## config.mk

```make
export PLATFORM = sky130hd
export DESIGN_NAME = mtlb_check
export DESIGN_NICKNAME = d
export VERILOG_FILES = /design/src/rtl/core/mtlb_pkg.sv /design/src/rtl/core/mtlb_check.sv
export SDC_FILE = /design/constraint.sdc
export NUM_CORES = 1
export LEC_CHECK = 0
export ABC_AREA = 1
export CAP_MARGIN = 20
export CORE_AREA = 2 2 129 131
export DETAILED_ROUTE_END_ITERATION = 8
export DIE_AREA = 0 0 131 133
export DONT_BUFFER_PORTS = 1
export PLACE_DENSITY = 0.36
export SLEW_MARGIN = 15
export SYNTH_ARGS = -nofsm -noshare
export SYNTH_HDL_FRONTEND = slang
export SYNTH_SLANG_ARGS = --single-unit
```

## constraint.sdc

```tcl
create_clock -name vclk -period 8
set_clock_uncertainty 0.15 [all_clocks]
set_input_delay 1.6 -clock vclk [all_inputs]
set_output_delay 1.6 -clock vclk [all_outputs]
set_load 0.01 [all_outputs]
```

## src/rtl/core/mtlb_pkg.sv

```systemverilog
`default_nettype none

package mtlb_pkg;

	localparam int unsigned TLB_ENTRIES_DEF = 128;
	localparam int unsigned PAGE_BITS       = 12;
	localparam int unsigned VPN_W           = 32 - PAGE_BITS;
	localparam int unsigned ASID_W          = 12;

	// access kinds
	localparam logic [2:0] KIND_LOAD     = 3'd0;
	localparam logic [2:0] KIND_STORE    = 3'd1;
	localparam logic [2:0] KIND_SWAP     = 3'd2;
	localparam logic [2:0] KIND_CAS      = 3'd3;
	localparam logic [2:0] KIND_FETCH    = 3'd4;
	localparam logic [2:0] KIND_WR_DATA  = 3'd5;
	localparam logic [2:0] KIND_WR_INSTR = 3'd6;
	localparam logic [2:0] KIND_NONE     = 3'd7;

	// size codes
	localparam logic [1:0] SIZE_BYTE = 2'd0;
	localparam logic [1:0] SIZE_HALF = 2'd1;

	// result status codes
	localparam logic [2:0] ST_OK    = 3'd0;
	localparam logic [2:0] ST_ALIGN = 3'd1;
	localparam logic [2:0] ST_READ  = 3'd2;
	localparam logic [2:0] ST_WRITE = 3'd3;
	localparam logic [2:0] ST_EXEC  = 3'd4;
	localparam logic [2:0] ST_HALT  = 3'd5;

	// configuration register indexes
	localparam logic [1:0] CFG_XLATE_EN = 2'd0;
	localparam logic [1:0] CFG_ASID     = 2'd1;
	localparam logic [1:0] CFG_KSTART   = 2'd2;
	localparam logic [1:0] CFG_KLIMIT   = 2'd3;

	typedef struct packed {
		logic [2:0]  kind;
		logic [1:0]  size_code;
		logic [31:0] address;
		logic [19:0] entry_vpn;
		logic [19:0] entry_ppn;
		logic [11:0] entry_asid;
		logic        entry_user;
		logic        entry_readable;
		logic        entry_writable;
		logic        entry_executable;
	} mtlb_req_t;

	typedef struct packed {
		logic [31:0] physical_address;
		logic [2:0]  status;
		logic        was_translated;
	} mtlb_rsp_t;

	typedef struct packed {
		logic [VPN_W-1:0]  vpn;
		logic [VPN_W-1:0]  ppn;
		logic [ASID_W-1:0] asid;
		logic              user;
		logic              readable;
		logic              writable;
		logic              executable;
	} tlb_entry_t;

	typedef struct packed {
		logic        xlate_en;
		logic [31:0] asid_word;
		logic [31:0] kstart;
		logic [31:0] klimit;
	} mtlb_cfg_t;

endpackage

`default_nettype wire

```

## src/rtl/core/mtlb_check.sv

```systemverilog
`default_nettype none

// Alignment, window and permission checks; builds the result.
module mtlb_check (
	input  wire mtlb_pkg::mtlb_req_t  req,
	input  wire mtlb_pkg::tlb_entry_t dent,
	input  wire mtlb_pkg::tlb_entry_t ient,
	input  wire mtlb_pkg::mtlb_cfg_t  cfg,
	output mtlb_pkg::mtlb_rsp_t       rsp
);
	import mtlb_pkg::*;

	tlb_entry_t       ent;
	logic [1:0]       amask;
	logic             misaligned;
	logic             user;
	logic             need_tlb;
	logic             miss;
	logic [2:0]       xl_status;
	logic [VPN_W-1:0] vpn;

	assign vpn  = req.address[31:PAGE_BITS];
	assign ent  = (req.kind == KIND_FETCH) ? ient : dent;
	assign user = |cfg.asid_word[31:ASID_W];

	always_comb begin
		case (req.size_code)
			SIZE_BYTE: amask = 2'b00;
			SIZE_HALF: amask = 2'b01;
			default:   amask = 2'b11;
		endcase
	end

	assign misaligned = (req.kind != KIND_FETCH) && ((req.address[1:0] & amask) != 2'b00);
	assign need_tlb   = cfg.xlate_en && (user || (req.address < cfg.kstart) ||
	                                     (req.address >= cfg.klimit));
	assign miss       = (user && !ent.user) || (ent.asid != cfg.asid_word[ASID_W-1:0]) ||
	                    (ent.vpn != vpn);

	always_comb begin
		case (req.kind)
			KIND_LOAD:  xl_status = (miss || !ent.readable) ? ST_READ : ST_OK;
			KIND_STORE: xl_status = (miss || !ent.writable) ? ST_WRITE : ST_OK;
			KIND_FETCH: xl_status = (miss || !ent.executable) ? ST_EXEC : ST_OK;
			default: begin
				// swap / compare-swap: read checked first
				if (miss || !ent.readable) begin
					xl_status = ST_READ;
				end else if (!ent.writable) begin
					xl_status = ST_WRITE;
				end else begin
					xl_status = ST_OK;
				end
			end
		endcase
	end

	always_comb begin
		rsp = '0;
		if (req.kind inside {KIND_LOAD, KIND_STORE, KIND_SWAP, KIND_CAS, KIND_FETCH}) begin
			if (misaligned) begin
				rsp.status = cfg.xlate_en ? ST_ALIGN : ST_HALT;
			end else if (need_tlb) begin
				rsp.was_translated = 1'b1;
				rsp.status         = xl_status;
				if (xl_status == ST_OK) begin
					rsp.physical_address = {ent.ppn, req.address[PAGE_BITS-1:0]};
				end
			end else begin
				rsp.physical_address = req.address;
			end
		end
	end

endmodule

`default_nettype wire

```

==> results.toml, run 1 <==
[run_status]
outcome = "finished, final reports clean"

[timing]
tightest_slew_ns = 0.829
rsz0062_at_grt = "false"
period_share = 0.832
slew-limit-headroom = 0.445
setup_viol = 0
period_needed_ns = 6.65
report.final.slew_viol_count = 0
fin_tns_setup_ns = 0
fmax_mhz = 150
hold_viol = 0

[power]
intPower_w = 0.0000730
p_leak_nw = 2.62
combPwrFrac = 1.000
p_per_area_nw_per_um2 = 45.5
switching_share = 0.622
p_seq_frac = 0
switching_power_w = 0.000120
ir_drop_v = 0.0000167
p_clk_frac = 0
power_w = 0.000193

[synth]
netlist-cell-type-count = 30
syn_area_um2 = 4040
yosys.area.top_type = "nand2_1"
synth_top_area_frac = 0.248
synthTopCellsByArea = "nand2_1 (25%), ha_1 (20%), inv_1 (15%)"
synthCells = 774
yosysSeqAreaShare = 0
syn_area_per_cell_um2 = 5.22
yosysWarnings = 0
synth_nets = 1139

[global_route]
grt_antenna_before_repair = 0
grtUsageTotal = 0.165
grt-ovfl-total = 0
grt_pass1_vias = 4490
grt_max_degree = 45
grt_pass1_wl_um = 22800

[finish]
antenna-diode-count = 0
area_delta_synth_final_pct = 5.08
mostFrequentLayoutCells = "nand2_1 (267), inv_1 (164), nand3_1 (73)"
fillCellCount = 1919
nets = 1128
layout_commonest_cell = "nand2_1"
n_sequential_cell = 0
seq_area_um2 = 0
drive_above_1_share = 0.0539
final.clkbuf_count = 0

[critical_path]
crit_type = "input port to primary output"
cp.depth = 18
worstPathCellList = "nor2_4 -> nand2_2 -> buf_4 -> nand2_1 -> nand3b_1 -> nand2_1 -> nor2_1 -> nand2_1 -> nor2_1 -> nand2_1 -> nor2_1 -> and2_1 -> nand2_1 -> nand2_2 -> nand2_2 -> nand2_2 -> nand2_4 -> nor2_1"
end_kind = "primary output"
crit_fanout = 44
critPathArrivalTime_ns = 4.90
crit_family = "simple AND/OR/NAND/NOR gates"
cpMostUsedCell = "nand2_1"
critPathSlowestCell = "nand2_2"
worst_setup_path_start_kind = "input port"
cp_num_buf_inv = 1
cpPeakStageDelay_ns = 0.59
required_ns = 6.25

[placement]
place_congestion = 0.798
place_hpwl_um = 13300
port-buffer-count = 0

[drt]
routed_wirelength_um = 15100
wl_met1_um = 6110
wl_met2_um = 7550
dr_wl_met3_um = 1260
wl_per_cell_um = 15.4
topRoutingLayerUsed = "met4"
via_per_inst = 4.62
drtIter0Drc = 147
detail-route-antenna-nets = 0
route.detailed.drc = 0
first_pass_iters = 4
via_count = 4537

[clocking]
cts_setup_buffers = 0
hold_buffers = 0
post_cts_resized = 0

[hold_path]
whs_path_depth = 2
min_path_type = "input port to primary output"

[run]
cap_viol_max_count = 0

[die]
rows = 47
dieHeight_um = 133
start_util = 0.250
die_area_um2 = 17400
die_w_um = 131
core_um2 = 16200
ios = 338
[logic make-up after synthesis]
kind of cell             count (synthesis)  synth area share
AND/OR/NAND/NOR                        434             0.490
buffers and inverters                  188             0.190
AO/OA/AOI/OAI                           82             0.109
adder cells (fa/ha/maj)                 63             0.195
XOR/XNOR                                 6            0.0130
multiplexers                             1           0.00248
[path summary, 6_finish.rpt]
kind	from	end	slack [ns]
max	req[91]	rsp[35]	1.35
min	req[58]	rsp[6]	3.14
[per-layer routing]
layer	global-route usage	up-vias
li1	-	2378
met1	0.195	1982
met4	0.0183	0
met5	0	-
met2	0.309	167
met3	0.0376	10
[synthesized netlist by cell type (8+ instances only)]
cell type / instances
nand2_1: 267
buf_2: 8
o21ai_0: 20
a21oi_1: 46
nor2_1: 40
nor2_4: 21
nand3_1: 73
nand3b_1: 9
ha_1: 63
inv_1: 164
[through the flow]
stage                     worst slack (ns)   util  hold WS [ns]  std cells  cell area (µm²)
final                                 1.35  0.263          3.14        981             4250
after global routing                 0.905  0.263          3.16        981             4250
after CTS                             1.19  0.263          3.14        981             4250
after detailed placement              1.20  0.263          3.14        981             4250
after global placement                1.18  0.263          3.14        981             4250
after floorplan                       2.77      -          3.14        774             4040
[power by group through the flow]
stage | clock, W | sequential (W) | combinational [W]
after CTS | 0 | 0 | 0.000197
after detailed placement | 0 | 0 | 0.000197
after global placement | 0 | 0 | 0.000192
final | 0 | 0 | 0.000193
after floorplan | 0 | 0 | 0.000160
after global routing | 0 | 0 | 0.000228
[layout make-up]
type                       instances  area (µm²)  area share
tap                              220         275      0.0648
timing repair buffer              11        82.6      0.0194
inverter                         164         616       0.145
multi-input combinational        586        3270       0.771
(Power assumes the default switching activity.)
==> run 2, diff against run 1 <==
Settings changed: ABC_AREA 1 to 0, CORE_AREA 2 2 129 131 to 2 2 130 132, DIE_AREA 0 0 131 133 to 0 0 132 134, PLACE_DENSITY 0.36 to 0.31.
Clock period 8 ns to 6.5 ns, I/O delays scaled along.
==> run 2 against run 1 <==
Effect of this change: final cell count down 30%; synthesized area shrank 16%; combinational power is 2% lower; count of clock-buffer cells in the layout stayed put; critical path type unchanged.
==> results.toml, run 2 <==
[power]
intPower_w = 0.0000863
switching_share = 0.543
ir_drop_v = 0.0000144
p_per_area_nw_per_um2 = 51.0
switching_power_w = 0.000103
p_leak_nw = 1.67
p_clk_frac = 0
p_seq_frac = 0
combPwrFrac = 1.000

[die]
rows = 47
die_area_um2 = 17700
start_util = 0.209
ios = 338
core_um2 = 16300
dieHeight_um = 134
die_w_um = 132

[synth]
synth_nets = 830
yosysSeqAreaShare = 0
yosys.cell_count.top_type = "inv_1"
yosysWarnings = 0
synthTopCellsByCount = "inv_1 (84), ha_1 (63), mux2i_1 (29), nand2_1 (29), a21oi_1 (27)"
synth_top_area_frac = 0.231
syn_area_um2 = 3410
syn_area_per_cell_um2 = 7.33
yosys.area.top_type = "ha_1"
synthTopCellsByArea = "ha_1 (23%), inv_1 (9.2%), mux2i_1 (8.5%)"
synthCells = 465
netlist-cell-type-count = 55

[drt]
wl_per_cell_um = 21.5
via_per_inst = 4.98
detail-route-antenna-nets = 0
first_pass_iters = 4
drtIter0Drc = 168
route.detailed.drc = 0
via_count = 3425
routed_wirelength_um = 14800

[timing]
hold_viol = 0
fin_tns_setup_ns = 0
fmax_mhz = 166
report.final.slew_viol_count = 0
rsz0062_at_grt = "false"
setup_viol = 0
period_needed_ns = 6.02
slew-limit-headroom = 0.355
layout_setup_ws_ns = 0.481
period_share = 0.926
whs_ns = 2.50
tightest_slew_ns = 0.967

[global_route]
grt_max_degree = 21
grt_antenna_before_repair = 0
grt-ovfl-total = 0
grt_pass1_wl_um = 21700
grtUsageTotal = 0.158
grt_pass1_vias = 3702

[critical_path]
required_ns = 5.05
crit_fanout = 20
worst_setup_path_start_kind = "input port"
crit_type = "input port to primary output"
critPathArrivalTime_ns = 4.57
end_kind = "primary output"

[finish]
fillCellCount = 1882
mostFrequentLayoutCells = "inv_1 (84), ha_1 (63), nand2_1 (29), mux2i_1 (29), a21oi_1 (27)"
layout_commonest_cell = "inv_1"
nets = 835
antenna-diode-count = 0
n_sequential_cell = 0
area_delta_synth_final_pct = 8.70
final.clkbuf_count = 0
seq_area_um2 = 0
drive_above_1_share = 0.0962

[run_status]
outcome = "finished, final reports clean"

[clocking]
hold_buffers = 0
cts_setup_buffers = 0
post_cts_resized = 0

[hold_path]
min_path_type = "input port to primary output"
whs_path_depth = 1

[placement]
place_hpwl_um = 13200
place_congestion = 0.795
dp_slack_ns = 0.374
port-buffer-count = 0

[run]
cap_viol_max_count = 0
run 2: changes by cell type after synthesis, moves of 9 or more:
cell,before,now
nand2_1,267,29
nor2_4,21,0
nor2b_1,0,11
nor2_1,40,17
a21oi_1,46,27
nand2b_1,0,9
nand4_1,7,16
nand3_1,73,6
mux2i_1,1,29
and3_1,0,13
o2bb2ai_2,0,18
nand3b_1,9,0
inv_1,164,84
xnor2_1,2,19
run 2: worst paths after layout:
path	startpoint	end	slack, ns
worst max-delay path	req[91]	rsp[21]	0.48
worst min-delay path	req[92]	rsp[1]	2.50
run 2: cell families (layout without fill, tap and decap cells):
family	Yosys count	after routing	synth area share
AOI/OAI and AO/OA	117	117	0.275
xor gates and xnor gates	25	25	0.0642
adders and majority gates	63	63	0.231
buffers and inverters	97	100	0.122
muxes	29	29	0.0851
and+or+nand+nor	134	134	0.222
run 2: cell type report:
class,count,area [µm²],share of cell area
inverters,84,315,0.0851
multi-input cells,368,3000,0.808
well taps,220,275,0.0743
repair buffers,16,120,0.0324
run 2: critical path: stages:
cell,delay [ns]
nor3b_4,0.78
buf_4,0.38
mux2i_1,0.30
xnor2_1,0.09
or4_1,0.58
nor3_4,0.38
nand3_2,0.09
buf_4,0.26
o2bb2ai_2,0.22
buf_4,0.15
run 2: metrics by stage:
stage                      util  instance area (µm²)  instances  total power (W)
after floorplan               -                 3410        465         0.000148
after global placement    0.228                 3710        688         0.000189
after detailed placement  0.228                 3710        688         0.000192
after CTS                 0.228                 3710        688         0.000193
after global routing      0.228                 3710        688         0.000219
final                     0.228                 3710        688         0.000189
run 2: power groups by stage:
stage / clock network [W] / logic (W) / registers, W
floorplan: 0 / 0.000148 / 0
global placement: 0 / 0.000189 / 0
detailed placement: 0 / 0.000192 / 0
CTS: 0 / 0.000193 / 0
global route: 0 / 0.000219 / 0
finish: 0 / 0.000189 / 0
run 2: per-layer routing:
layer	global-route usage	wire [µm]	up-vias
met5	0	0	-
met4	0.00181	15	0
met3	0.0333	1060	3
met2	0.294	7330	158
met1	0.198	6410	1562
li1	-	-	1702
==> run 3, diff against run 2 <==
--- a/config.mk
+++ b/config.mk
@@ -14,3 +14,3 @@
 export PLACE_DENSITY = 0.31
-export SLEW_MARGIN = 15
+export SLEW_MARGIN = 20
 export SYNTH_ARGS = -nofsm -noshare
==> constraint.sdc (replaced) <==
create_clock -name vclk -period 5.85
set_clock_uncertainty 0.15 [all_clocks]
set_input_delay 1.755 -clock vclk [all_inputs]
set_output_delay 1.755 -clock vclk [all_outputs]
set_load 0.01 [all_outputs]
==> run 3 against run 2 <==
Effect of this change: total power grew 31%; critical path type unchanged; final cell count grew 5.1%; global-route usage grew 0.60 points; the flow now finishes with violations (setup timing); sequential share of layout area is the same; die area is the same; count of clock-buffer cells in the layout is the same; worst hold slack gained 0.96 ns; routed wire length grew 4.8%; sequential cell count is the same; setup slack lost 0.78 ns; final area grew 19%.
==> results.toml, run 3 (same netlist as run 2, synthesis figures left out) <==
[run_status]
outcome = "complete, but fails checks"
violations = "setup timing"

[timing]
fin_tns_setup_ns = -9.27
period_needed_ns = 6.15
tightest_slew_ns = 0.509
slew-limit-headroom = 0.657
whs_ns = 3.47
rsz0062_at_grt = "true"
report.final.slew_viol_count = 0
setup_viol = 35
fmax_mhz = 163
period_share = 1.05
hold_viol = 0
layout_setup_ws_ns = -0.303

[drt]
routed_wirelength_um = 15500
wl_per_cell_um = 21.5
route.detailed.drc = 0
first_pass_iters = 6
drtIter0Drc = 108
via_per_inst = 4.92
detail-route-antenna-nets = 0
via_count = 3557

[power]
p_clk_frac = 0
p_per_area_nw_per_um2 = 55.9
switching_share = 0.509
ir_drop_v = 0.0000164
power_w = 0.000247
intPower_w = 0.000121
switching_power_w = 0.000126
p_seq_frac = 0
combPwrFrac = 1.000
p_leak_nw = 1.96

[finish]
layout_commonest_cell = "inv_1"
fillCellCount = 1819
antenna-diode-count = 0
seq_area_um2 = 0
multi_input_area_um2 = 3310
drive_above_1_share = 0.181
area_delta_synth_final_pct = 29.5
n_sequential_cell = 0
layout.cells.non_filler = 723
mostFrequentLayoutCells = "inv_1 (84), ha_1 (63), buf_4 (32)"
nets = 870
final.clkbuf_count = 0

[placement]
dp_cells = 717
port-buffer-count = 0
place_hpwl_um = 13300
place_congestion = 0.820
dp_slack_ns = -0.450

[global_route]
grt_pass1_wl_um = 22400
grt_antenna_before_repair = 0
grtUsageTotal = 0.164
grt_max_degree = 17
grt-ovfl-total = 0
grt_pass1_vias = 3784

[die]
ios = 338
rows = 47
dieHeight_um = 134
start_util = 0.209
die_area_um2 = 17700
core_um2 = 16300
die_w_um = 132

[critical_path]
crit_type = "input port to primary output"
worst_setup_path_start_kind = "input port"
end_kind = "primary output"
crit_fanout = 8
required_ns = 3.94
critPathArrivalTime_ns = 4.25

[run]
cap_viol_max_count = 0

[clocking]
hold_buffers = 0

[hold_path]
min_path_type = "input port to primary output"
run 3: cell types whose count changed in the layout (fill, tap and decap cells not counted), sizes merged:
cell / previous run / this run
buf: 16 / 51
run 3: cell type report:
cell class | instances | area share
inverters | 84 | 0.0714
multi-input cells | 368 | 0.750
well taps | 220 | 0.0623
repair buffers | 51 | 0.116
run 3: repair_timing:
| action | CTS | global route |
|---|---|---|
| gates cloned | 3 | 0 |
| resized for setup | 40 | 11 |
| buffers inserted | 5 | 0 |
| pin swaps | 25 | 8 |
| setup endpoints to repair | 35 | 35 |
run 3: power by group through the flow:
stage          Combinational [W]  Sequential (W)  Clock (W)
6_report                0.000247               0          0
5_1_grt                 0.000280               0          0
4_1_cts                 0.000247               0          0
3_5_place_dp            0.000228               0          0
3_3_place_gp            0.000226               0          0
2_1_floorplan           0.000164               0          0
run 3: worst paths after layout:
check,start,slack (ns),endpoint,depth (start not counted)
setup / recovery,req[91],-0.30,rsp[22],11
hold / removal,req[81],3.47,rsp[29],1
run 3: stage by stage:
step            util  cell area [µm²]
5_1_grt        0.271             4420
2_1_floorplan      -             3410
3_3_place_gp   0.243             3960
3_5_place_dp   0.243             3960
6_report       0.271             4420
4_1_cts        0.271             4410
run 3: routing by layer:
metal	part of all wire	global-route usage
met1	0.43	0.199
met2	0.50	0.312
met3	0.070	0.0348
met4	0.0042	0.00483
met5	0	0
run 3: critical path, stage by stage:
cell,delay [ns]
nor3b_4,0.24
buf_12,0.18
mux2i_4,0.24
xor2_2,0.22
nand4_1,0.13
or4_4,0.51
nor3_4,0.31
nand3_4,0.14
buf_6,0.19
o2bb2ai_4,0.18
buf_6,0.12
