## src/rtl/core/mtlb_pkg.sv

```systemverilog
`default_nettype none

package mtlb_pkg;

	localparam int unsigned TLB_ENTRIES_DEF = 128;
	localparam int unsigned PAGE_BITS       = 12;
	localparam int unsigned VPN_W           = 32 - PAGE_BITS;
	localparam int unsigned ASID_W          = 12;

	// access kinds
	localparam logic [2:0] KIND_LOAD     = 3'd0;
	localparam logic [2:0] KIND_STORE    = 3'd1;
	localparam logic [2:0] KIND_SWAP     = 3'd2;
	localparam logic [2:0] KIND_CAS      = 3'd3;
	localparam logic [2:0] KIND_FETCH    = 3'd4;
	localparam logic [2:0] KIND_WR_DATA  = 3'd5;
	localparam logic [2:0] KIND_WR_INSTR = 3'd6;
	localparam logic [2:0] KIND_NONE     = 3'd7;

	// size codes
	localparam logic [1:0] SIZE_BYTE = 2'd0;
	localparam logic [1:0] SIZE_HALF = 2'd1;

	// result status codes
	localparam logic [2:0] ST_OK    = 3'd0;
	localparam logic [2:0] ST_ALIGN = 3'd1;
	localparam logic [2:0] ST_READ  = 3'd2;
	localparam logic [2:0] ST_WRITE = 3'd3;
	localparam logic [2:0] ST_EXEC  = 3'd4;
	localparam logic [2:0] ST_HALT  = 3'd5;

	// configuration register indexes
	localparam logic [1:0] CFG_XLATE_EN = 2'd0;
	localparam logic [1:0] CFG_ASID     = 2'd1;
	localparam logic [1:0] CFG_KSTART   = 2'd2;
	localparam logic [1:0] CFG_KLIMIT   = 2'd3;

	typedef struct packed {
		logic [2:0]  kind;
		logic [1:0]  size_code;
		logic [31:0] address;
		logic [19:0] entry_vpn;
		logic [19:0] entry_ppn;
		logic [11:0] entry_asid;
		logic        entry_user;
		logic        entry_readable;
		logic        entry_writable;
		logic        entry_executable;
	} mtlb_req_t;

	typedef struct packed {
		logic [31:0] physical_address;
		logic [2:0]  status;
		logic        was_translated;
	} mtlb_rsp_t;

	typedef struct packed {
		logic [VPN_W-1:0]  vpn;
		logic [VPN_W-1:0]  ppn;
		logic [ASID_W-1:0] asid;
		logic              user;
		logic              readable;
		logic              writable;
		logic              executable;
	} tlb_entry_t;

	typedef struct packed {
		logic        xlate_en;
		logic [31:0] asid_word;
		logic [31:0] kstart;
		logic [31:0] klimit;
	} mtlb_cfg_t;

endpackage

`default_nettype wire

```

## src/rtl/core/mtlb_slot.sv

```systemverilog
`default_nettype none

// Slot index = vpn mod TLB_ENTRIES over two register stages.
// Quotient estimate by reciprocal multiply is exact or one low, so one
// compare-subtract finishes the remainder.
module mtlb_slot #(
	parameter int unsigned TLB_ENTRIES = mtlb_pkg::TLB_ENTRIES_DEF,
	parameter int unsigned AW          = 7
) (
	input  wire logic                       clk,
	input  wire logic                       advance,
	input  wire logic [mtlb_pkg::VPN_W-1:0] vpn,
	output logic      [AW-1:0]              slot
);
	import mtlb_pkg::*;

	localparam logic [63:0] RECIP_W = 64'h0000_0000_FFFF_FFFF / 64'(TLB_ENTRIES);
	localparam logic [AW:0] N_W     = (AW+1)'(TLB_ENTRIES);

	logic [VPN_W+31:0] prod;
	logic [VPN_W-1:0]  vpn_s1;
	logic [VPN_W-1:0]  quot_s1;
	logic [VPN_W-1:0]  qn;
	logic [VPN_W-1:0]  diff;
	logic [AW:0]       rem_s2;
	logic [AW:0]       rem_fix;

	assign prod = (VPN_W+32)'(vpn) * (VPN_W+32)'(RECIP_W[31:0]);

	always_ff @(posedge clk) begin
		if (advance) begin
			vpn_s1  <= vpn;
			quot_s1 <= prod[VPN_W+31:32];
		end
	end

	assign qn   = VPN_W'(quot_s1 * VPN_W'(TLB_ENTRIES));
	assign diff = vpn_s1 - qn;

	always_ff @(posedge clk) begin
		if (advance) begin
			rem_s2 <= diff[AW:0];
		end
	end

	assign rem_fix = (rem_s2 >= N_W) ? (rem_s2 - N_W) : rem_s2;
	assign slot    = rem_fix[AW-1:0];

endmodule

`default_nettype wire

```

## config.mk

```make
export PLATFORM = sky130hd
export DESIGN_NAME = mtlb_slot
export DESIGN_NICKNAME = d
export VERILOG_FILES = /design/src/rtl/core/mtlb_pkg.sv /design/src/rtl/core/mtlb_slot.sv
export SDC_FILE = /design/constraint.sdc
export NUM_CORES = 1
export LEC_CHECK = 0
export BUFFER_PORTS_ARGS = -buffer_cell sky130_fd_sc_hd__buf_2
export CAP_MARGIN = 10
export CORE_AREA = 2 2 39 41
export CTS_CLUSTER_DIAMETER = 60
export DETAILED_ROUTE_END_ITERATION = 10
export DIE_AREA = 0 0 41 43
export PLACE_DENSITY = 0.65
export SYNTH_ARGS = -nofsm -noshare
export SYNTH_HDL_FRONTEND = slang
export SYNTH_SLANG_ARGS = --single-unit
```

## constraint.sdc

```tcl
create_clock -name clk -period 0.8 [get_ports clk]
set_input_delay 0.08 -clock clk [delete_from_list [all_inputs] [get_ports clk]]
set_output_delay 0.08 -clock clk [all_outputs]
set_load 0.01 [all_outputs]
```

==> impl_metrics.csv, run 1 <==
group,metric,value,unit
timing,rsz0062_at_grt,"true",
final_layout,finalNonFillerCells,55,
timing,finalCritPeriodShare,108.2,%
routing,wl_per_cell,9.945,um
timing,finalHoldViolCount,0,
grt,total_overflow_reported_by_the_global_router,0,
run,max-cap-violations,0,
routing,detail_route.vias_per_cell,3.982,
final_layout,num-fill-cells,140,
final_layout,multi_input_cells,0,
routing,met3_layer_wire_length_in_the_routed_design,58,um
worst_setup_path,timing.critical_path.slowest_cell_delay,0.37,ns
final_layout,area_growth_syn_to_layout,44.64,%
routing,topRoutingLayerUsed,"met3",
final_layout,layout.core_utilization,43.94,%
final_layout,multiInputGateArea,0,um^2
clock_network,h-tree-depth,1,
timing,timing.final.max_slew_violations,0,
timing,fin_worst_hold_slack,0.2108,ns
clock_network,number_of_buffers_on_the_longest_clock_path,2,
logic_synthesis,yosysSeqAreaShare,100.0,%
outcome,failed_checks,"negative setup slack",
logic_synthesis,synth-compound-area-share,0,%
grt,via_count_of_the_first_global_routing_pass,226,
timing,max-slew-margin-rel,80.87,%
timing,layout_min_cycle_time,0.8657,ns
clock_network,cts_made_buffers,3,
clock_network,tritoncts,"built",
logic_synthesis,synth.cell_area,420.4,um^2
routing,drt-total-wl,547,um
final_layout,layout-drive-gt1-share,46.15,%
placed_design,port-buffer-count,15,
die,core_region_area,0.001384,mm^2
timing,post-route-worst-setup-slack,-0.06566,ns
logic_synthesis,synth_xor_area_share,0,%
final_layout,layout.area.seq,420.4,um^2
logic_synthesis,post-synth-top-area-fraction,100.0,%
logic_synthesis,postSynthRegisterBits,14,
placed_design,preCtsSetupSlack,0.1150,ns
clock_network,clk_transition_reported_paths,0.07,ns
worst_setup_path,cp_max_fo,1,
logic_synthesis,synthCells,14,
die,num_rows,14,
pwr,power.static_leakage,0.2391,nW
routing,number_of_drc_violations_after_detailed_routing,0,
clock_network,clock_insertion_delay_worst_skew,0.26,ns
logic_synthesis,yosys_warnings,0,
logic_synthesis,avgSynthCellArea,30.03,um^2
worst_setup_path,crit_required,0.72,ns
clock_network,cts.root.buffer_cell,"sky130_fd_sc_hd__clkbuf_4",
worst_setup_path,worst_path_dominant_cell_family,"flip-flops",
pwr,p_per_area,2186,mW/mm^2
logic_synthesis,top_cells_by_area_in_the_synthesized_netlist,"sky130_fd_sc_hd__edfxtp_1 (100%)",
routing,ant_nets,0,
logic_synthesis,synthMuxAreaShare,0,%
routing,drtIter0Drc,1,
worst_setup_path,worstSetupEndpointType,"output port",
clock_network,post_cts_resize_count,0,
timing,max_slew.worst_pin.slew,0.2870,ns
grt,track_usage,8.299,%
outcome,outcome,"finished with violations",
grt,grt_max_degree,15,
worst_setup_path,critical_path.startpoint_type,"flop",
die,floorplan.die_area,0.001763,mm^2
die,floorplan.initialDensity,30.38,%
worst_setup_path,path_class,"reg -> out",
routing,dr_total_vias,219,
logic_synthesis,netlist.top_cell.by_area,"sky130_fd_sc_hd__edfxtp_1",
placed_design,gp_congestion,0.5946,
grt,grt_first_pass_wirelength,876,um
timing,fin_tns_setup,-0.3594,ns
final_layout,finish.net_count,63,
routing,length_of_routed_wiring_on_met1,200,um
die,die_width,41,um
worst_setup_path,cp_num_buf_inv,1,
timing,finalSetupViolCount,7,
worst_setup_path,crit_path_cell_trace,"buf_2",
routing,drt_first_pass_iters,2,
routing,detailroute.wirelength.met2,287,um
worst_setup_path,arrival,0.79,ns
timing,peak_freq,1.155,GHz
logic_synthesis,synthSimpleGateAreaFrac,0,%
logic_synthesis,synth.lib_cells_used.distinct,1,
die,boundaryPins,29,
die,die_h,43,um
logic_synthesis,postSynthNetCount,36,
timing,clock-skew-final,0.003040,ns
hold_path,min_path_type,"in -> reg",
logic_synthesis,post_synth_fa_ha_maj_area_fraction,0,%
clock_network,numClockSinks,14,
worst_setup_path,critPathSlowestCell,"sky130_fd_sc_hd__edfxtp_1",
placed_design,numPlacedInstances,45,
grt,antenna_violations_before_repair,0,
pwr,irDropWorstVdd,0.8819,mV
final_layout,n_antenna_cell,0,
[metrics by stage]
stage	total power (W)	area, um^2
after CTS	0.001350	608.1
after global routing	0.001400	608.1
after global placement	0.0009566	515.5
after detailed placement	0.0009642	515.5
after floorplan	0.0009096	420.4
final	0.001329	608.1
[Yosys cell counts]
cell type,number
sky130_fd_sc_hd__edfxtp_1,14
[power breakdown]
part / total [W] / switching, W / internal, W
Clock: 0.000358 / 0.000185 / 0.000174
Sequential: 0.000882 / 0.0000129 / 0.000869
Combinational: 0.0000889 / 0.0000384 / 0.0000505
[routing by layer]
metal / global-route usage (%) / vias to the layer above
met4: 8.000 / 0
met2: 12.81 / 14
met3: 3.141 / 0
met1: 7.527 / 97
met5: 0 / -
li1: - / 108
[cell usage in the layout, fill, tap and decap left out]
master	instances
sky130_fd_sc_hd__clkbuf_4	3
sky130_fd_sc_hd__dlygate4sd3_1	7
sky130_fd_sc_hd__buf_2	15
sky130_fd_sc_hd__edfxtp_1	14
[worst paths after layout]
path / start / to / slack (ns) / cells past startpoint
setup / recovery: rem_s2[3]$_DFFE_PP_ / slot[3] / -0.07 / 1
hold / removal: advance / vpn_s1[3]$_DFFE_PP_ / 0.21 / 1
setup reg to reg: vpn_s1[0]$_DFFE_PP_ / rem_s2[0]$_DFFE_PP_ / 0.17 / 0
hold reg to reg: vpn_s1[4]$_DFFE_PP_ / rem_s2[4]$_DFFE_PP_ / 0.42 / 0
[layout make-up]
class	instances	area share, %
flip-flops and latches	14	69.14
repair buffers	22	23.87
clock buffers	3	3.704
well taps	16	3.292
[cell families after synthesis]
kind of cell / Yosys count
DFF: 14
[state kept, by name (all words and copies together) (netlist names)]
register and count:
vpn_s1 7, rem_s2 7
[timing repair]
action	CTS	global route
hold buffers	7	0
buffers inserted	0	0
pin swaps	0	0
setup endpoints to repair	7	7
endpoints found under the hold margin	7	0
(Power assumes the default switching activity.)
==> run 2, diff against run 1 <==
Settings changed: GPL_TIMING_DRIVEN set to 0, PLACE_DENSITY 0.65 to 0.62.
==> impl_metrics.csv, run 2 (synthesis results as in run 1) <==
group,metric,value,unit
final_layout,reg_top3,"rem_s2: 7 flops, vpn_s1: 7 flops",
grt,grt_first_pass_wirelength,807,um
hold_path,worst_hold_startpoint,"advance",
final_layout,finalNonFillerCells,56,
timing,finalSetupViolCount,7,
clock_network,cts_setup_buffers,0,
routing,detail_route.vias_per_cell,3.839,
pwr,power.static_leakage,0.2406,nW
final_layout,finish.net_count,63,
worst_setup_path,crit_required,0.72,ns
timing,finalHoldViolCount,0,
clock_network,cts.root.buffer_cell,"sky130_fd_sc_hd__clkbuf_4",
timing,max-slew-margin-rel,80.73,%
final_layout,mostFrequentLayoutCell,"sky130_fd_sc_hd__buf_2",
die,die_width,41,um
routing,dr_total_vias,215,
clock_network,tritoncts,"built",
worst_setup_path,worst_path_dominant_cell_family,"flip-flops",
grt,track_usage,7.541,%
worst_setup_path,timing.critical_path.slowest_cell_delay,0.37,ns
worst_setup_path,crit_path_cell_trace,"buf_2",
final_layout,multiInputGateArea,0,um^2
placed_design,numPlacedInstances,45,
clock_network,number_of_buffers_on_the_longest_clock_path,2,
routing,drt_first_pass_iters,2,
final_layout,num-fill-cells,133,
outcome,failed_checks,"negative setup slack",
final_layout,design_area,611.8,um^2
placed_design,port-buffer-count,15,
run,max-cap-violations,0,
timing,finalCritPeriodShare,107.4,%
die,floorplan.initialDensity,30.38,%
routing,drt-total-wl,531,um
pwr,irDropWorstVdd,0.9893,mV
grt,antenna_violations_before_repair,0,
outcome,outcome,"finished with violations",
clock_network,clk_transition_reported_paths,0.08,ns
final_layout,n_antenna_cell,0,
timing,timing.final.max_slew_violations,0,
final_layout,layout_common_cells,"sky130_fd_sc_hd__buf_2 (15), sky130_fd_sc_hd__edfxtp_1 (14), sky130_fd_sc_hd__dlygate4sd3_1 (7)",
grt,grt_max_degree,15,
final_layout,multi_input_cells,0,
worst_setup_path,path_class,"reg -> out",
routing,drtIter0Drc,3,
placed_design,post_dp_cell_area,515.5,um^2
worst_setup_path,cp_max_fo,1,
final_layout,layout-drive-gt1-share,45.00,%
die,floorplan.die_area,0.001763,mm^2
clock_network,h-tree-depth,1,
die,boundaryPins,29,
die,die_h,43,um
clock_network,cts_made_buffers,3,
worst_setup_path,worstSetupEndpointType,"output port",
worst_setup_path,timing.critical_path.from,"rem_s2[4]$_DFFE_PP_",
routing,number_of_drc_violations_after_detailed_routing,0,
pwr,p_per_area,2200,mW/mm^2
timing,layout_min_cycle_time,0.8590,ns
clock_network,numClockSinks,14,
worst_setup_path,arrival,0.78,ns
timing,clock-skew-final,0.001030,ns
routing,ant_nets,0,
grt,via_count_of_the_first_global_routing_pass,210,
clock_network,clock_insertion_delay_worst_skew,0.26,ns
timing,peak_freq,1.164,GHz
worst_setup_path,r2r_start,"vpn_s1[6]$_DFFE_PP_",
grt,total_overflow_reported_by_the_global_router,0,
routing,wl_per_cell,9.482,um
timing,rsz0062_at_grt,"true",
worst_setup_path,critical_path.startpoint_type,"flop",
timing,post-route-worst-setup-slack,-0.05900,ns
timing,max_slew.worst_pin.slew,0.2891,ns
final_layout,area_growth_syn_to_layout,45.54,%
die,core_region_area,0.001384,mm^2
die,num_rows,14,
worst_setup_path,cp_num_buf_inv,1,
hold_path,min_path_type,"in -> reg",
worst_setup_path,critPathSlowestCell,"sky130_fd_sc_hd__edfxtp_1",
placed_design,gp_congestion,0.5832,
-- run 2: cell types whose count changed in the layout (fill, tap and decap cells not counted) --
cell / previous run / this run
sky130_fd_sc_hd__clkinv_1: 0 / 1
-- run 2: per-layer routing --
metal	routed length, um	GRT usage [%]	vias up	share of wire (%)
met5	0	0	-	0
met4	0	8.000	0	0
met3	54	1.571	0	10
met2	265	10.94	16	50
met1	212	8.127	91	40
li1	-	-	108	-
-- run 2: final cells by class --
| class | count | area (um^2) | area share, % |
|---|---|---|---|
| Timing Repair Buffer | 22 | 145.1 | 23.72 |
| Clock inverter | 1 | 3.754 | 0.6135 |
| Sequential cell | 14 | 420.4 | 68.71 |
| Tap cell | 16 | 20.02 | 3.272 |
| Clock buffer | 3 | 22.52 | 3.681 |
-- run 2: timing repair --
action,CTS,global route
cloned,0,0
setup endpoints to repair,7,7
hold endpoints to repair,7,0
hold buffers,7,0
resized for setup,0,0
-- run 2: power by group --
part | switching, W | total, W | internal, W | leakage [nW]
clock | 0.000197 | 0.000377 | 0.000180 | 0.0154
sequential | 0.0000107 | 0.000879 | 0.000868 | 0.137
combinational | 0.0000398 | 0.0000904 | 0.0000506 | 0.0882
total | 0.000247 | 0.00135 | 0.00110 | 0.241
-- run 2: worst paths after layout --
path,cells past startpoint,slack (ns),end
max reg2reg,0,0.18,rem_s2[6]$_DFFE_PP_
max,1,-0.06,slot[4]
min,1,0.21,vpn_s1[2]$_DFFE_PP_
min reg2reg,0,0.42,rem_s2[5]$_DFFE_PP_
-- run 2: stage by stage --
| stage | setup TNS [ns] | power, W | hold WS (ns) | util [%] | setup WS, ns |
|---|---|---|---|---|---|
| CTS | -0.4349 | 0.001360 | 0.2068 | 44.21 | -0.07817 |
| finish | -0.3342 | 0.001346 | 0.2096 | 44.21 | -0.05900 |
| detailed placement | 0 | 0.0009628 | 0.2581 | 37.25 | 0.1140 |
| global placement | 0 | 0.0009567 | 0.2566 | 37.25 | 0.1366 |
| floorplan | 0 | 0.0009096 | 0.1789 | - | 0.2112 |
| global route | -0.6471 | 0.001421 | 0.2109 | 44.21 | -0.1144 |
==> run 3, diff against run 2 <==
Settings changed: CELL_PAD_IN_SITES_DETAIL_PLACEMENT set to 1, CELL_PAD_IN_SITES_GLOBAL_PLACEMENT set to 2, CORE_AREA 2 2 39 41 to unset, CORE_MARGIN set to 1, CORE_UTILIZATION set to 24, DIE_AREA 0 0 41 43 to unset, PLACE_DENSITY 0.62 to 0.7, SETUP_SLACK_MARGIN set to 0.2.
==> impl_metrics.csv, run 3 (synthesis results as in run 1) <==
group,metric,value,unit
outcome,outcome,"finished with violations",
outcome,failed_checks,"negative hold slack, negative setup slack",
clock_network,cts_setup_buffers,0,
worst_setup_path,critPathSlowestCell,"sky130_fd_sc_hd__edfxtp_1",
grt,total_overflow_reported_by_the_global_router,0,
final_layout,multi_input_cells,0,
worst_setup_path,cp_max_fo,1,
routing,number_of_drc_violations_after_detailed_routing,0,
die,die_width,43.86,um
die,core_region_area,0.001577,mm^2
clock_network,number_of_buffers_on_the_longest_clock_path,2,
die,num_rows,14,
timing,finalSetupViolCount,7,
final_layout,finish.net_count,56,
timing,clock-skew-final,0.0008994,ns
timing,max-slew-margin-rel,80.38,%
grt,antenna_violations_before_repair,0,
worst_setup_path,timing.critical_path.slowest_cell_delay,0.36,ns
clock_network,post_cts_resize_count,0,
timing,max_slew.worst_pin.slew,0.2943,ns
final_layout,area_growth_syn_to_layout,27.98,%
routing,ant_nets,0,
final_layout,reg_top3,"rem_s2: 7 flops, vpn_s1: 7 flops",
die,floorplan.initialDensity,26.67,%
grt,via_count_of_the_first_global_routing_pass,217,
grt,grt_first_pass_wirelength,903,um
timing,rsz0062_at_grt,"true",
placed_design,numPlacedInstances,45,
clock_network,cts_made_buffers,3,
worst_setup_path,timing.reg2reg.setup_slack,0.17,ns
clock_network,numClockSinks,14,
routing,detail_route.vias_per_cell,4.000,
clock_network,tritoncts,"built",
timing,finalCritPeriodShare,106.7,%
die,boundaryPins,29,
routing,drt_first_pass_iters,5,
die,floorplan.die_area,0.001923,mm^2
grt,grt_max_degree,15,
worst_setup_path,arrival,0.77,ns
pwr,p_per_area,2429,mW/mm^2
clock_network,cts.root.buffer_cell,"sky130_fd_sc_hd__clkbuf_4",
timing,post-route-worst-setup-slack,-0.05382,ns
pwr,irDropWorstVdd,1.116,mV
die,die_h,43.86,um
routing,drtIter0Drc,3,
worst_setup_path,critical_path.startpoint_type,"flop",
worst_setup_path,crit_path_cell_trace,"buf_2",
routing,dr_total_vias,192,
clock_network,clk_transition_reported_paths,0.07,ns
final_layout,n_antenna_cell,0,
placed_design,gp_congestion,0.5910,
final_layout,mostFrequentLayoutCell,"sky130_fd_sc_hd__buf_2",
final_layout,finalNonFillerCells,48,
hold_path,min_path_type,"in -> reg",
timing,finalHoldViolCount,7,
pwr,power.static_leakage,0.2098,nW
clock_network,h-tree-depth,1,
worst_setup_path,worstSetupEndpointType,"output port",
placed_design,preCtsSetupSlack,0.09924,ns
final_layout,layout-drive-gt1-share,56.25,%
timing,timing.final.max_slew_violations,0,
final_layout,multiInputGateArea,0,um^2
worst_setup_path,path_class,"reg -> out",
worst_setup_path,cp_num_buf_inv,1,
worst_setup_path,worst_path_dominant_cell_family,"flip-flops",
clock_network,clock_insertion_delay_worst_skew,0.26,ns
timing,fin_tns_setup,-0.3240,ns
worst_setup_path,crit_required,0.72,ns
timing,layout_min_cycle_time,0.8538,ns
final_layout,layout_common_cells,"sky130_fd_sc_hd__buf_2 (15), sky130_fd_sc_hd__edfxtp_1 (14), sky130_fd_sc_hd__clkbuf_4 (3)",
run,max-cap-violations,0,
grt,track_usage,7.149,%
timing,peak_freq,1.171,GHz
routing,drt-total-wl,529,um
placed_design,port-buffer-count,15,
timing,fin_worst_hold_slack,-0.01185,ns
routing,wl_per_cell,11.02,um
==> run 3: changes by cell type in the layout (fill, tap and decap cells not counted) <==
| cell | delta |
|---|---|
| sky130_fd_sc_hd__clkinv_1 | -1 |
| sky130_fd_sc_hd__dlygate4sd3_1 | -7 |
==> run 3: final cells by class <==
cell class / instances / area (um^2)
Clock buffer: 3 / 22.52
Fill cell: 173 / 1039
Sequential cell: 14 / 420.4
Tap cell: 16 / 20.02
Timing Repair Buffer: 15 / 75.07
==> run 3: path summary, 6_finish.rpt <==
| kind | from | to | depth (start not counted) |
|---|---|---|---|
| max | rem_s2[1]$_DFFE_PP_ | slot[1] | 1 |
| min | vpn[3] | vpn_s1[3]$_DFFE_PP_ | 1 |
| max reg2reg | vpn_s1[5]$_DFFE_PP_ | rem_s2[5]$_DFFE_PP_ | 0 |
| min reg2reg | vpn_s1[3]$_DFFE_PP_ | rem_s2[3]$_DFFE_PP_ | 0 |
==> run 3: layer usage <==
layer / GRT usage, % / part of all wire (%) / vias to the layer above
li1: - / - / 94
met1: 7.796 / 42 / 83
met2: 9.552 / 46 / 13
met3: 2.500 / 9.3 / 2
met4: 9.091 / 1.9 / 0
met5: 0 / 0 / -
==> run 3: through the flow <==
| stage | util, % | instance area [um^2] | power [W] |
|---|---|---|---|
| after global placement | 32.70 | 515.5 | 0.0009576 |
| final | 34.13 | 538.0 | 0.001307 |
| after detailed placement | 32.70 | 515.5 | 0.0009651 |
| after CTS | 34.13 | 538.0 | 0.001332 |
| after floorplan | - | 420.4 | 0.0009096 |
| after global routing | 34.13 | 538.0 | 0.001378 |
==> run 3: what timing repair did <==
action                                 in CTS  in global routing
cloned                                      0                  0
endpoints found under the hold margin       7                  7
setup endpoints to repair                  14                 14
==> run 3: where the power goes <==
part | switching [W] | internal (W)
clock network | 0.000187 | 0.000174
registers | 0.0000121 | 0.000869
logic | 0.0000361 | 0.0000285
total | 0.000236 | 0.00107
